===== config.mk =====
export PLATFORM = sky130hd
export DESIGN_NAME = framed_packet_parser_xor
export DESIGN_NICKNAME = d
export VERILOG_FILES = /design/src/sv/fpp_pkg.sv /design/src/sv/fpp_cfg.sv /design/src/sv/fpp_core.sv /design/src/sv/framed_packet_parser_xor.sv
export VERILOG_INCLUDE_DIRS = /design/src /design/src/sv
export SDC_FILE = /design/constraint.sdc
export NUM_CORES = 1
export LEC_CHECK = 0
export ABC_AREA = 1
export BUFFER_PORTS_ARGS = -buffer_cell sky130_fd_sc_hd__buf_2
export CAP_MARGIN = 20
export CORE_MARGIN = 2
export CORE_UTILIZATION = 55
export CTS_CLUSTER_DIAMETER = 60
export DETAILED_ROUTE_END_ITERATION = 6
export GPL_ROUTABILITY_DRIVEN = 0
export PLACE_DENSITY = 0.88
export SYNTH_ARGS = -nofsm -noshare
export SYNTH_HDL_FRONTEND = slang
export SYNTH_SLANG_ARGS = --single-unit

===== constraint.sdc =====
create_clock -name clk -period 3.7 [get_ports clk]
set_clock_uncertainty 0.1 [all_clocks]
set_input_delay 0.37 -clock clk [delete_from_list [all_inputs] [get_ports clk]]
set_output_delay 0.37 -clock clk [all_outputs]
set_load 0.1 [all_outputs]

===== src/sv/framed_packet_parser_xor_assert.svh =====
// ----------------------------------------------------------------------------
// Assertion macros for framed_packet_parser_xor
// Shared property templates, clocked on clk and disabled in reset.
// ----------------------------------------------------------------------------
`ifndef FRAMED_PACKET_PARSER_XOR_ASSERT_SVH
`define FRAMED_PACKET_PARSER_XOR_ASSERT_SVH

// same-cycle implication
`define FPP_ASSERT_NOW(lbl, ante, cons, msg) \
  lbl: assert property (@(posedge clk) disable iff (!rst_n) (ante) |-> (cons)) \
    else $error(msg);

// next-cycle implication
`define FPP_ASSERT_NEXT(lbl, ante, cons, msg) \
  lbl: assert property (@(posedge clk) disable iff (!rst_n) (ante) |=> (cons)) \
    else $error(msg);

`endif


===== src/sv/fpp_pkg.sv =====
// ----------------------------------------------------------------------------
// fpp_pkg
// Types and constants shared by the framed packet parser modules.
// ----------------------------------------------------------------------------
package fpp_pkg;

  localparam int unsigned PhaseW = 3;
  localparam int unsigned AddrW  = 3;
  localparam int unsigned DataW  = 32;

  localparam logic [PhaseW-1:0] PH_TAG1  = 3'd0;
  localparam logic [PhaseW-1:0] PH_TAG2  = 3'd1;
  localparam logic [PhaseW-1:0] PH_CMD   = 3'd2;
  localparam logic [PhaseW-1:0] PH_LEN_H = 3'd3;
  localparam logic [PhaseW-1:0] PH_LEN_L = 3'd4;
  localparam logic [PhaseW-1:0] PH_DATA  = 3'd5;
  localparam logic [PhaseW-1:0] PH_CHECK = 3'd6;

  localparam logic REG_FIRST_TAG  = 1'b0;
  localparam logic REG_SECOND_TAG = 1'b1;

  localparam logic [7:0] FIRST_TAG_RST  = 8'hAA;
  localparam logic [7:0] SECOND_TAG_RST = 8'hDD;

  typedef struct packed {
    logic        payload_valid;
    logic [7:0]  payload_byte;
    logic [15:0] payload_index;
    logic        payload_last;
    logic [7:0]  command_id;
    logic [15:0] frame_length;
    logic        frame_done;
    logic        frame_ok;
  } fpp_res_t;

  typedef struct packed {
    logic [7:0] first_tag;
    logic [7:0] second_tag;
  } fpp_tags_t;

endpackage


===== src/sv/fpp_cfg.sv =====
// ----------------------------------------------------------------------------
// fpp_cfg
// APB register file holding the two start tag values.
// ----------------------------------------------------------------------------
module fpp_cfg (
  input  logic                        clk,
  input  logic                        rst_n,
  input  logic                        psel,
  input  logic                        penable,
  input  logic                        pwrite,
  input  logic [fpp_pkg::AddrW-1:0]   paddr,
  input  logic [fpp_pkg::DataW-1:0]   pwdata,
  output logic [fpp_pkg::DataW-1:0]   prdata,
  output logic                        pready,
  output fpp_pkg::fpp_tags_t          tags
);

  logic [7:0] first_tag_r;
  logic [7:0] second_tag_r;
  logic       wr_en;
  logic       reg_sel;

  assign pready  = 1'b1;
  assign reg_sel = paddr[2];
  assign wr_en   = psel & penable & pwrite;

  always_ff @(posedge clk) begin
    if (!rst_n) begin
      first_tag_r  <= fpp_pkg::FIRST_TAG_RST;
      second_tag_r <= fpp_pkg::SECOND_TAG_RST;
    end else if (wr_en) begin
      unique case (reg_sel)
        fpp_pkg::REG_FIRST_TAG:  first_tag_r  <= pwdata[7:0];
        fpp_pkg::REG_SECOND_TAG: second_tag_r <= pwdata[7:0];
        default: ;
      endcase
    end
  end

  always_comb begin
    prdata = '0;
    unique case (reg_sel)
      fpp_pkg::REG_FIRST_TAG:  prdata[7:0] = first_tag_r;
      fpp_pkg::REG_SECOND_TAG: prdata[7:0] = second_tag_r;
      default: prdata = '0;
    endcase
  end

  assign tags.first_tag  = first_tag_r;
  assign tags.second_tag = second_tag_r;

endmodule


===== src/sv/fpp_core.sv =====
// ----------------------------------------------------------------------------
// fpp_core
// Frame state machine: tag hunt, header capture, payload count, XOR check.
// ----------------------------------------------------------------------------
module fpp_core (
  input  logic                 clk,
  input  logic                 rst_n,
  input  logic                 fire,
  input  logic [7:0]           byte_in,
  input  fpp_pkg::fpp_tags_t   tags,
  output fpp_pkg::fpp_res_t    res
);

  logic [fpp_pkg::PhaseW-1:0] phase_r, phase_nxt;
  logic [7:0]  xor_r, xor_nxt;
  logic [15:0] seen_r, seen_nxt;
  logic [7:0]  cmd_r, cmd_nxt;
  logic [15:0] len_r, len_nxt;
  logic [15:0] seen_inc;

  assign seen_inc = seen_r + 16'd1;

  always_comb begin
    phase_nxt = phase_r;
    xor_nxt   = xor_r;
    seen_nxt  = seen_r;
    cmd_nxt   = cmd_r;
    len_nxt   = len_r;
    res       = '0;
    unique case (phase_r)
      fpp_pkg::PH_TAG1: begin
        if (byte_in == tags.first_tag) begin
          seen_nxt  = '0;
          xor_nxt   = '0;
          phase_nxt = fpp_pkg::PH_TAG2;
        end
      end
      fpp_pkg::PH_TAG2: begin
        if (byte_in == tags.second_tag) begin
          xor_nxt   = tags.first_tag ^ tags.second_tag;
          phase_nxt = fpp_pkg::PH_CMD;
        end else begin
          phase_nxt = fpp_pkg::PH_TAG1;
        end
      end
      fpp_pkg::PH_CMD: begin
        cmd_nxt   = byte_in;
        xor_nxt   = xor_r ^ byte_in;
        phase_nxt = fpp_pkg::PH_LEN_H;
      end
      fpp_pkg::PH_LEN_H: begin
        len_nxt   = {8'd0, byte_in};
        phase_nxt = fpp_pkg::PH_LEN_L;
      end
      fpp_pkg::PH_LEN_L: begin
        len_nxt   = {len_r[7:0], byte_in};
        xor_nxt   = xor_r ^ byte_in;
        phase_nxt = ({len_r[7:0], byte_in} == 16'd0) ? fpp_pkg::PH_CHECK
                                                     : fpp_pkg::PH_DATA;
      end
      fpp_pkg::PH_DATA: begin
        xor_nxt           = xor_r ^ byte_in;
        seen_nxt          = seen_inc;
        res.payload_valid = 1'b1;
        res.payload_byte  = byte_in;
        res.payload_index = seen_r;
        if (seen_inc == len_r) begin
          res.payload_last = 1'b1;
          phase_nxt        = fpp_pkg::PH_CHECK;
        end
      end
      fpp_pkg::PH_CHECK: begin
        res.frame_done = 1'b1;
        res.frame_ok   = (xor_r == byte_in);
        xor_nxt        = '0;
        phase_nxt      = fpp_pkg::PH_TAG1;
      end
      default: phase_nxt = fpp_pkg::PH_TAG1;
    endcase
    res.command_id   = cmd_nxt;
    res.frame_length = len_nxt;
  end

  always_ff @(posedge clk) begin
    if (!rst_n) begin
      phase_r <= fpp_pkg::PH_TAG1;
      xor_r   <= '0;
      seen_r  <= '0;
      cmd_r   <= '0;
      len_r   <= '0;
    end else if (fire) begin
      phase_r <= phase_nxt;
      xor_r   <= xor_nxt;
      seen_r  <= seen_nxt;
      cmd_r   <= cmd_nxt;
      len_r   <= len_nxt;
    end
  end

endmodule


===== src/sv/framed_packet_parser_xor.sv =====
// ----------------------------------------------------------------------------
// framed_packet_parser_xor
// Byte-stream frame parser with tag hunt, header capture and XOR checksum.
//
//   channel | ports                              | direction
//   in      | in_valid, in_stall, in_byte        | byte stream in
//   out     | out_valid, out_stall, out_*        | one result per byte
//   cfg     | psel, penable, pwrite, paddr, ...  | APB tag registers
//
// One item per cycle sustained while no result is stalled; each byte passes the
// input register, then the state update into the result register.
// Synchronous active-low reset; tags return to 0xAA / 0xDD, parser to hunt.
// A stall on a waiting result freezes both stages and raises in_stall the
// same cycle.
// ----------------------------------------------------------------------------
`include "framed_packet_parser_xor_assert.svh"

module framed_packet_parser_xor (
  input  logic                        clk,
  input  logic                        rst_n,
  input  logic                        in_valid,
  output logic                        in_stall,
  input  logic [7:0]                  in_byte,
  output logic                        out_valid,
  input  logic                        out_stall,
  output logic                        out_payload_valid,
  output logic [7:0]                  out_payload_byte,
  output logic [15:0]                 out_payload_index,
  output logic                        out_payload_last,
  output logic [7:0]                  out_command_id,
  output logic [15:0]                 out_frame_length,
  output logic                        out_frame_done,
  output logic                        out_frame_ok,
  input  logic                        psel,
  input  logic                        penable,
  input  logic                        pwrite,
  input  logic [fpp_pkg::AddrW-1:0]   paddr,
  input  logic [fpp_pkg::DataW-1:0]   pwdata,
  output logic [fpp_pkg::DataW-1:0]   prdata,
  output logic                        pready
);

  fpp_pkg::fpp_tags_t tags;
  fpp_pkg::fpp_res_t  res;
  fpp_pkg::fpp_res_t  out_r;
  logic               s1_valid_r;
  logic [7:0]         s1_byte_r;
  logic               out_valid_r;
  logic               advance;
  logic               res_pay;
  logic               res_last;
  logic               idx_in;
  logic               idx_top;

  assign advance  = !out_valid_r || !out_stall;
  assign in_stall = !advance;

  fpp_cfg u_cfg (
    .clk     (clk),
    .rst_n   (rst_n),
    .psel    (psel),
    .penable (penable),
    .pwrite  (pwrite),
    .paddr   (paddr),
    .pwdata  (pwdata),
    .prdata  (prdata),
    .pready  (pready),
    .tags    (tags)
  );

  fpp_core u_core (
    .clk     (clk),
    .rst_n   (rst_n),
    .fire    (advance && s1_valid_r),
    .byte_in (s1_byte_r),
    .tags    (tags),
    .res     (res)
  );

  always_ff @(posedge clk) begin
    if (!rst_n) begin
      s1_valid_r  <= 1'b0;
      out_valid_r <= 1'b0;
    end else if (advance) begin
      s1_valid_r  <= in_valid;
      out_valid_r <= s1_valid_r;
    end
  end

  always_ff @(posedge clk) begin
    if (advance) begin
      s1_byte_r <= in_byte;
      out_r     <= res;
    end
  end

  assign out_valid         = out_valid_r;
  assign out_payload_valid = out_r.payload_valid;
  assign out_payload_byte  = out_r.payload_byte;
  assign out_payload_index = out_r.payload_index;
  assign out_payload_last  = out_r.payload_last;
  assign out_command_id    = out_r.command_id;
  assign out_frame_length  = out_r.frame_length;
  assign out_frame_done    = out_r.frame_done;
  assign out_frame_ok      = out_r.frame_ok;

  assign res_pay  = out_valid && out_payload_valid;
  assign res_last = out_valid && out_payload_last;
  assign idx_in   = out_payload_index < out_frame_length;
  assign idx_top  = out_payload_index == (out_frame_length - 16'd1);

  `FPP_ASSERT_NOW(a_ok_needs_done, out_valid && out_frame_ok, out_frame_done, "ok without done")
  `FPP_ASSERT_NOW(a_payload_not_check, res_pay, !out_frame_done, "payload on checksum byte")
  `FPP_ASSERT_NOW(a_index_in_frame, res_pay, idx_in, "payload index beyond length")
  `FPP_ASSERT_NOW(a_last_at_end, res_last, out_payload_valid && idx_top, "last flag misplaced")
  `FPP_ASSERT_NEXT(a_last_then_check, res_last && !out_stall, !res_pay, "payload after last")

endmodule


==> impl_results.md <==
- I/O Buffers: 85
- Slew HR: 39.0%
- Filler cell count: about 900
- Internal power: 2.79 mW
- Ports: 137
- Clock power share: 41.7%
- Yosys cell types: 38
- Fraction of the cycle the final worst path needs: 66.7%
- # setup viols final: 0
- Die Wd: 112 microns
- Clock tree buffer depth: 2
- Hold path startpoint: in_byte[5]
- RSZ-0062 raised after global routing: false
- Status: finished clean
- Max Clock Freq: 0.405 GHz
- Launch point of the worst path: u_core.phase_r[1]$_SDFFE_PN0P_
- Maximum VDD drop: 0.439 mV
- M2 GR Usage: 43.6%
- Critical path type: reg2reg
- DR iter-0 viols: 597
- ANT nets after route: 0
- Critical path arrival: 2.74 ns
- N_diodes: 0
- Top-count cell post-synth: nand2_1
- Std-Cell Core Area: approximately 11000 sq um
- Min-delay worst type: in2reg
- Drt total wl: 15600 microns
- Top Usage Layer GRT: met2
- Worst path top cell family by delay: simple AND/OR/NAND/NOR gates
- Post-CTS Setup Inserts: 0
- Sequential fraction of design power: 39.7%
- Number of H-tree levels: 4
- Synth cell count leaders: nand2_1, inv_1, nor2_1
- Post-synth top flop: dfxtp_1
- Fraction of power spent switching nets: approximately a third
- Warning count from the yosys run: 0
- Seq/Total Area, Yosys: 49.9%
- CTS sink count: ~130
- CTS tree: done
- Post-CTS Resized: 0
- Fraction of registers with async set/reset: 0%
- Vias: 5713
- DR vias/cell: roughly 5.5
- Fin Setup TNS: 0 ns
- Largest net degree at the start of global routing: 62
- Final hold violation count: 0
- Die footprint: 12500 sq um
- Nets: 925
- First-pass GRT wire length: 25200 microns
- Switch Pwr: 1.31 mW
- M1 GR Usage: 30.2%
- Die Y-Extent: 112 microns
- Reg2reg start: u_core.phase_r[1]$_SDFFE_PN0P_
- #FFs+latches synth: 129
- Global Route Usage Sum: roughly 26%
- Combinational power share: 18.6%
- Critical Path Fanout Max: 24
- Max-cap viol count: 0
- Hold Buf Count CTS: 0
- Max Slew Vio Count: 0
- CP bufs+invs: 1
- Post-Syn Instances: 799
- Initial Utilization: 56.1%
- Worst Max-Slew Pin Slew: 0.913 ns
- Area of the multi-input gates: around 2600 sq um
- Post-synth top area share: 28.2%
- Num CTS Buffers: 17
- Startpoint types: flip-flop
- P&R area growth vs syn: 15.8%
- Met3 GRT Util: 7.73%
- First-pass DRT Iterations: 7
- Worst-path cell chain: nor2_1 -> nand2_1 -> nand2_1 -> o21ai_0 -> o21ai_0 -> inv_1
- EDFF count, synth: 60
- Critical Path RT: 3.97 ns
- Power Dens Cells: 555 nW/um^2
- DRC: 0
- GRT overflow: 0
- CP max stage delay: 0.56 ns
- Row cnt: 39
- Clock-pin slew on the worst setup and hold paths: 0.06 ns
- Largest area contributor in the netlist: edfxtp_1
- CP max stage cell: nand2_1
- Vias in the first global route: 5210
- Clock Latency Late Sink: around 0.43 ns
- Min Tclk post-route: 2.47 ns
- Initial antenna violation count: 0
- Wire per inst: 15.2 microns
- Synth top area cells: edfxtp_1, dfxtp_1, nand2_1
- Mean Syn Cell Area: approximately 8 sq um
- Post-DP HPWL: 10400 microns
- Post-Syn Area: approximately 6400 sq um
- Fraction of layout cells with a size suffix above 1: 15.9%
- Worst setup EP type: flip-flop
- Clk root buf: clkbuf_16
- Pleak: 3.41 nW
- Final Util: between 60% and 70%
- Reg area: 3180 sq um
[layer usage]
layer	routed length [microns]	up-vias
li1	-	2724
met1	5990	2619
met2	7830	326
met3	1390	44
met4	415	0
met5	0	-
[worst register-to-register path: cells and delay by family (launching register included)]
| kind | cells | cell delay, ns |
|---|---|---|
| AOI/OAI and AO/OA | 2 | 0.71 |
| buffers and inverters | 1 | 0.07 |
| DFF | 1 | 0.50 |
| and+or+nand+nor | 3 | 1.05 |
[flip-flops by register name, summed over array words and instances, names as in the netlist]
signal and cells:
out_frame_done 1, out_payload_valid 1, s1_byte_r 8, u_core.phase_r 3, out_frame_ok 1, u_core.xor_r 8
out_payload_byte 8, out_valid 1, u_core.cmd_r 8, out_command_id 8, u_cfg.second_tag_r 8, out_payload_last 1
out_frame_length 16, u_core.seen_r 16, u_cfg.first_tag_r 8, out_payload_index 16, u_core.len_r 16, s1_valid_r 1
[power groups by stage]
stage	registers, mW	logic, mW	clock network, mW
after floorplan	1.95	0.358	0
after global placement	1.65	0.748	0
after detailed placement	1.65	0.756	0
after CTS	1.63	0.761	1.71
after global routing	1.63	0.797	1.79
final	1.63	0.764	1.71
[per-stage QoR]
stage	instances	cell area (sq um)	power [mW]	hold slack, ns	setup slack [ns]
after global routing	1030	7390	4.22	0.00660	0.979
after global placement	998	6780	2.40	0.381	1.36
after CTS	1030	7390	4.10	0.0123	1.30
after detailed placement	998	6780	2.41	0.386	1.31
after floorplan	822	6480	2.31	0.364	0.254
final	1030	7390	4.10	0.0162	1.23
[cell usage in the layout, fill, tap and decap left out, types with 2 or more instances in the layout]
cell and instances:
a21oi_1 46, clkinv_1 2, clkinvlp_4 2, nor4_1 6
buf_4 3, buf_2 85, o21ai_0 65, a32oi_1 7
clkinv_2 7, o21ai_1 2, inv_1 94, o22ai_1 8
nor2_1 83, dfxtp_1 69, nand3_1 48, bufinv_16 3
xor2_1 10, conb_1 25, or2_2 5, nand4_1 17
nand2_1 179, nor3_1 4, xnor2_1 14, nor3_4 2
clkbuf_16 18, nor2_4 4, inv_2 3, edfxtp_1 60
nor2_2 3
[final timing paths]
check,to,slack [ns],depth (start not counted)
max,u_core.len_r[4]$_SDFFE_PN0P_,1.23,6
min,s1_byte_r[5]$_DFFE_PN_,0.02,1
max reg2reg,u_core.len_r[4]$_SDFFE_PN0P_,1.23,6
min reg2reg,u_core.seen_r[3]$_SDFFE_PN0P_,0.39,2
[layout make-up]
| cell class | count | share of cell area, % |
|---|---|---|
| clock inverters | 12 | 1.85 |
| inverters | 99 | 5.08 |
| repair buffers | 88 | 6.06 |
| clock buffers | 20 | 6.34 |
| multi-input cells | 539 | 35.2 |
| flip-flops and latches | 129 | 43.1 |
| well taps | 143 | 2.42 |
[kinds of logic after synthesis]
| kind of cell | share of synthesized area [%] |
|---|---|
| DFF | 49.9 |
| xor gates and xnor gates | 3.30 |
| and+or+nand+nor | 24.5 |
| other | 0.118 |
| buffers and inverters | 10.9 |
| AOI/OAI and AO/OA | 11.1 |
| adders and majority gates | 0.196 |
Note: power is estimated with default switching activity, not from simulation.
